## config.mk

```make
export PLATFORM = sky130hd
export DESIGN_NAME = pltn_ctrl
export DESIGN_NICKNAME = d
export VERILOG_FILES = /design/src/design/pltn_pkg.sv /design/src/design/pltn_ctrl.sv
export SDC_FILE = /design/constraint.sdc
export NUM_CORES = 1
export LEC_CHECK = 0
export BUFFER_PORTS_ARGS = -buffer_cell sky130_fd_sc_hd__clkbuf_2
export CAP_MARGIN = 10
export CORE_AREA = 5 5 42 44
export CTS_BUF_LIST = sky130_fd_sc_hd__clkbuf_8
export DETAILED_ROUTE_END_ITERATION = 16
export DIE_AREA = 0 0 47 49
export HOLD_SLACK_MARGIN = 0.05
export PLACE_DENSITY = 0.54
export SLEW_MARGIN = 20
export SYNTH_ARGS = -nofsm -noshare
export SYNTH_HDL_FRONTEND = slang
export SYNTH_SLANG_ARGS = --single-unit
```

## constraint.sdc

```tcl
create_clock -name clk_i -period 2.2 [get_ports clk_i]
set_input_delay 0.44 -clock clk_i [delete_from_list [all_inputs] [get_ports clk_i]]
set_output_delay 0.44 -clock clk_i [all_outputs]
set_load 0.005 [all_outputs]
```

## src/design/pltn_pkg.sv

```systemverilog
// ----------------------------------------------------------------------------
// pltn_pkg
// Shared types and constants for the point light table with closest search.
// ----------------------------------------------------------------------------
package pltn_pkg;

  localparam int unsigned CoordW  = 16;
  localparam int unsigned RadiusW = 16;
  localparam int unsigned ColorW  = 8;
  localparam int unsigned HandleW = 6;
  localparam int unsigned CountW  = 7;

  // squared distance cap, exclusive
  localparam int unsigned DistCapW = 24;
  localparam logic [DistCapW-1:0] DIST_CAP = 24'd10000000;

  typedef enum logic [2:0] {
    OP_ADD    = 3'd0,
    OP_UPDATE = 3'd1,
    OP_REMOVE = 3'd2,
    OP_FIND   = 3'd3,
    OP_READ   = 3'd4
  } op_e;

  typedef enum logic [1:0] {
    ST_OK         = 2'd0,
    ST_FULL       = 2'd1,
    ST_BAD_HANDLE = 2'd2,
    ST_NONE_FOUND = 2'd3
  } status_e;

  typedef enum logic [2:0] {
    S_IDLE,
    S_DECODE,
    S_READ_WAIT,
    S_SCAN,
    S_SHIFT,
    S_FINISH
  } state_e;

  typedef struct packed {
    logic signed [CoordW-1:0] x;
    logic signed [CoordW-1:0] y;
    logic [RadiusW-1:0]       radius;
    logic [ColorW-1:0]        red;
    logic [ColorW-1:0]        green;
    logic [ColorW-1:0]        blue;
  } entry_t;

  // controller -> datapath
  typedef struct packed {
    logic load;        // capture the input word
    logic decide;      // latch status and handle of simple ops
    logic append;      // write the captured entry at the end of the table
    logic update;      // overwrite the entry at the handle
    logic rd_handle;   // read the entry at the handle
    logic scan_init;   // start a closest scan at entry zero
    logic shift_init;  // start a shift at the entry after the handle
    logic step;        // issue the next read of a scan or shift
    logic shrink;      // drop one entry from the count
    logic finish;      // load the output register
  } ctrl_cmd_t;

  // datapath -> controller
  typedef struct packed {
    op_e  op;
    logic full;
    logic bad_handle;
    logic scan_done;
    logic pipe_busy;
    logic out_free;
  } dp_status_t;

endpackage

```

## src/design/pltn_ctrl.sv

```systemverilog
// ----------------------------------------------------------------------------
// pltn_ctrl
// Sequencer for the light table: decodes one word at a time and steps the
// datapath through append, update, read, shift and scan.
// ----------------------------------------------------------------------------
module pltn_ctrl (
  input  logic                   clk_i,
  input  logic                   rst_ni,
  input  logic                   in_valid_i,
  output logic                   in_stall_o,
  input  pltn_pkg::dp_status_t   dp_status_i,
  output pltn_pkg::ctrl_cmd_t    cmd_o
);
  import pltn_pkg::*;

  state_e state_q, state_d;

  always_ff @(posedge clk_i or negedge rst_ni) begin
    if (!rst_ni) begin
      state_q <= S_IDLE;
    end else begin
      state_q <= state_d;
    end
  end

  assign in_stall_o = (state_q != S_IDLE);

  always_comb begin
    state_d = state_q;
    cmd_o   = '0;
    unique case (state_q)
      S_IDLE: begin
        if (in_valid_i) begin
          cmd_o.load = 1'b1;
          state_d    = S_DECODE;
        end
      end
      S_DECODE: begin
        cmd_o.decide = 1'b1;
        state_d      = S_FINISH;
        case (dp_status_i.op)
          OP_ADD: begin
            cmd_o.append = !dp_status_i.full;
          end
          OP_UPDATE: begin
            cmd_o.update = !dp_status_i.bad_handle;
          end
          OP_REMOVE: begin
            if (!dp_status_i.bad_handle) begin
              cmd_o.shift_init = 1'b1;
              state_d          = S_SHIFT;
            end
          end
          OP_READ: begin
            if (!dp_status_i.bad_handle) begin
              cmd_o.rd_handle = 1'b1;
              state_d         = S_READ_WAIT;
            end
          end
          OP_FIND: begin
            cmd_o.scan_init = 1'b1;
            state_d         = S_SCAN;
          end
          default: begin
            state_d = S_FINISH;
          end
        endcase
      end
      S_READ_WAIT: begin
        state_d = S_FINISH;
      end
      S_SCAN: begin
        cmd_o.step = 1'b1;
        if (dp_status_i.scan_done && !dp_status_i.pipe_busy) begin
          state_d = S_FINISH;
        end
      end
      S_SHIFT: begin
        cmd_o.step = 1'b1;
        if (dp_status_i.scan_done && !dp_status_i.pipe_busy) begin
          cmd_o.shrink = 1'b1;
          state_d      = S_FINISH;
        end
      end
      S_FINISH: begin
        // hold the result until the output register is free
        if (dp_status_i.out_free) begin
          cmd_o.finish = 1'b1;
          state_d      = S_IDLE;
        end
      end
      default: begin
        state_d = S_IDLE;
      end
    endcase
  end

endmodule

```

==> qor.csv <==
metric,value,unit
Core Box Area,1400,sq um
GR Overflow Total,0,
Least-Margin Pin Slew,0.266,ns
first-pass GRT wire length,1540,microns
most frequent cell after synthesis,nor2_1,
Unique masters post-synth,21,
cell area after layout,493,sq um
fmax,0.489,GHz
gr usage total,0.0890,
Worst Setup SP,state_q[2],
H-Tree Depth,1,
final setup fails,0,
Leakage,0.262,nW
crit end category,primary output,
Filler cells,167,
initial antenna violation count,0,
critical path required time,1.76,ns
1st-iter DRT viols,5,
vias in the first global route,395,
largest net degree at the start of global routing,11,
Setup crit start kind,register,
Synth area leader,dfrtp_1,
final hold vios,0,
Area Growth Syn to Fin,59.5,%
Top reg by flops,state_q,
power density cells,1050,nW/um^2
type of the worst min-delay path,in -> reg,
Setup TNS,0,ns
Worst R2R Path Depth,4,
top post-synthesis cells by area,"dfrtp_1 (24%), nand3b_1 (7.3%), nor2_1 (7.3%)",
Clk pwr share,0.295,
Final Skew,0.00108,ns
Int Power,0.322,mW
Psw,0.196,mW
post-route ant nets,0,
Placed Instance Area,438,sq um
FF-to-FF End,state_q[1],
Post-synth EDFFs,0,
share of the synthesized area in the top cell type,0.243,
commonest cells in the netlist,"nor2_1 (6), nand2_1 (5), nor3_1 (4)",
top flop regs,state_q (3),
"Max FO, Critical Path",7,
post_cts resized,0,
die footprint,2300,sq um
main flop type after synthesis,dfrtp_1,
Syn Inst Count,43,
Pre-Repair DR Iteration Count,3,
port buffer count,21,
nets,81,
Power Total,0.518,mW
CTS tree,built,
Via density,4.60,
Switching Fraction,0.378,
Slew Limit Fails,0,
global placement routability congestion,0.722,
CP endpoint,cmd_o[3],
Worst slew margin,0.820,
layout cells sized above 1,0.391,
clock transition at the registers of the reported paths,0.03,ns
Final Cycle Share,0.930,
Setup Crit Path Kind,reg -> out,
Ys Warns,0,
Max Buffers Root-to-Sink,2,
Post-DP HPWL,756,microns
worst skew pair latency,0.21,ns
ys async rst share,1.00,
Post-Syn Area per Cell,7.19,sq um
max cap viols,0,
number of flip-flops in the largest register,3,
Die X,47,microns
Tmin final,2.05,ns
status,"complete, no violations",
# diodes,0,
sequential fraction of the synthesis area,0.243,
RSZ-0062 raised after global routing,false,
detailed-route via count,391,
flop-to-flop setup slack,0.90,ns
Initial Utilization,0.221,
drt total wl,911,microns
worst r2r src,state_q[2],
power share of the sequential group,0.228,
clk root buf,clkbuf_8,
combinational share of power,0.477,
post-synth net total,54,
CP arrival,1.61,ns
Synth Register Bits,3,
TritonCTS Buffers,3,
Die Y,49,microns
Hold Startpoint,in_valid_i,
CTS sink count,3,
Max VDD drop,0.593,mV
per-cell routed wire length,10.7,microns
Row Count,14,
DRC,0,
num ports,22,
Mapped Area,309,sq um
==> cell families (layout without fill, tap and decap cells) <==
group,after synthesis,after routing,synth area share
buffers and inverters,3,29,0.0364
xor gates and xnor gates,1,1,0.0283
muxes,1,1,0.0324
and+or+nand+nor,28,28,0.526
DFF,3,3,0.243
AOI/OAI and AO/OA,7,7,0.134
==> worst min path at each step <==
stage / to / slack, ns / depth (start not counted)
after CTS: state_q[0] / 0.54 / 3
after global placement: state_q[0] / 0.24 / 1
final: state_q[0] / 0.53 / 3
after detailed placement: state_q[0] / 0.24 / 1
after global routing: state_q[0] / 0.55 / 3
after floorplan: state_q[0] / 0.14 / 0
==> power by group through the flow <==
stage	sequential [mW]	clock, mW	combinational (mW)
after floorplan	0.111	0	0.163
after global placement	0.118	0	0.251
after detailed placement	0.120	0	0.249
after CTS	0.119	0.157	0.251
after global routing	0.125	0.163	0.280
final	0.118	0.153	0.247
==> critical path, stage by stage, from the launching register on <==
cell and delay, ns:
dfrtp_1 0.44, nand2b_4 0.18, or3_4 0.34, nor4b_1 0.27, clkbuf_2 0.17
==> routing by layer <==
layer	global-route usage	vias up	share of wire
li1	-	204	-
met1	0.104	180	0.41
met2	0.145	7	0.54
met3	0.0221	0	0.054
met4	0.0415	0	0
met5	0	-	0
==> cells in the final DEF (no fill, tap or decap), types with 2 or more instances in the layout <==
| cell type | n |
|---|---|
| o21ai_0 | 2 |
| dfrtp_1 | 3 |
| nor4b_1 | 2 |
| nand2_1 | 5 |
| clkbuf_2 | 21 |
| inv_1 | 3 |
| clkbuf_8 | 3 |
| nor3_1 | 4 |
| a21oi_1 | 3 |
| nor2_1 | 6 |
| nand3b_1 | 3 |
| and3_1 | 2 |
==> through the flow <==
step / util / hold WS (ns) / cells / setup slack [ns]
5_1_grt: 0.352 / 0.551 / 85 / 0.00823
3_5_place_dp: 0.313 / 0.239 / 80 / 0.353
2_1_floorplan: - / 0.144 / 43 / 0.546
6_report: 0.352 / 0.534 / 85 / 0.153
3_3_place_gp: 0.313 / 0.239 / 80 / 0.392
4_1_cts: 0.352 / 0.540 / 85 / 0.126
==> area by class of cell <==
cell class	count	area, sq um	share of cell area
clock buffers	3	41.3	0.0838
clock inverters	1	3.75	0.00761
inverters	2	7.51	0.0152
multi-input cells	37	223	0.452
flip-flops and latches	3	75.1	0.152
well taps	16	20.0	0.0406
repair buffers	23	123	0.249
==> repair_timing <==
item                                   4_1_cts  5_1_grt
endpoints found under the hold margin        3        0
hold buffers                                 1        0
setup buffers                                0        0
Note: power is estimated with default switching activity, not from simulation.
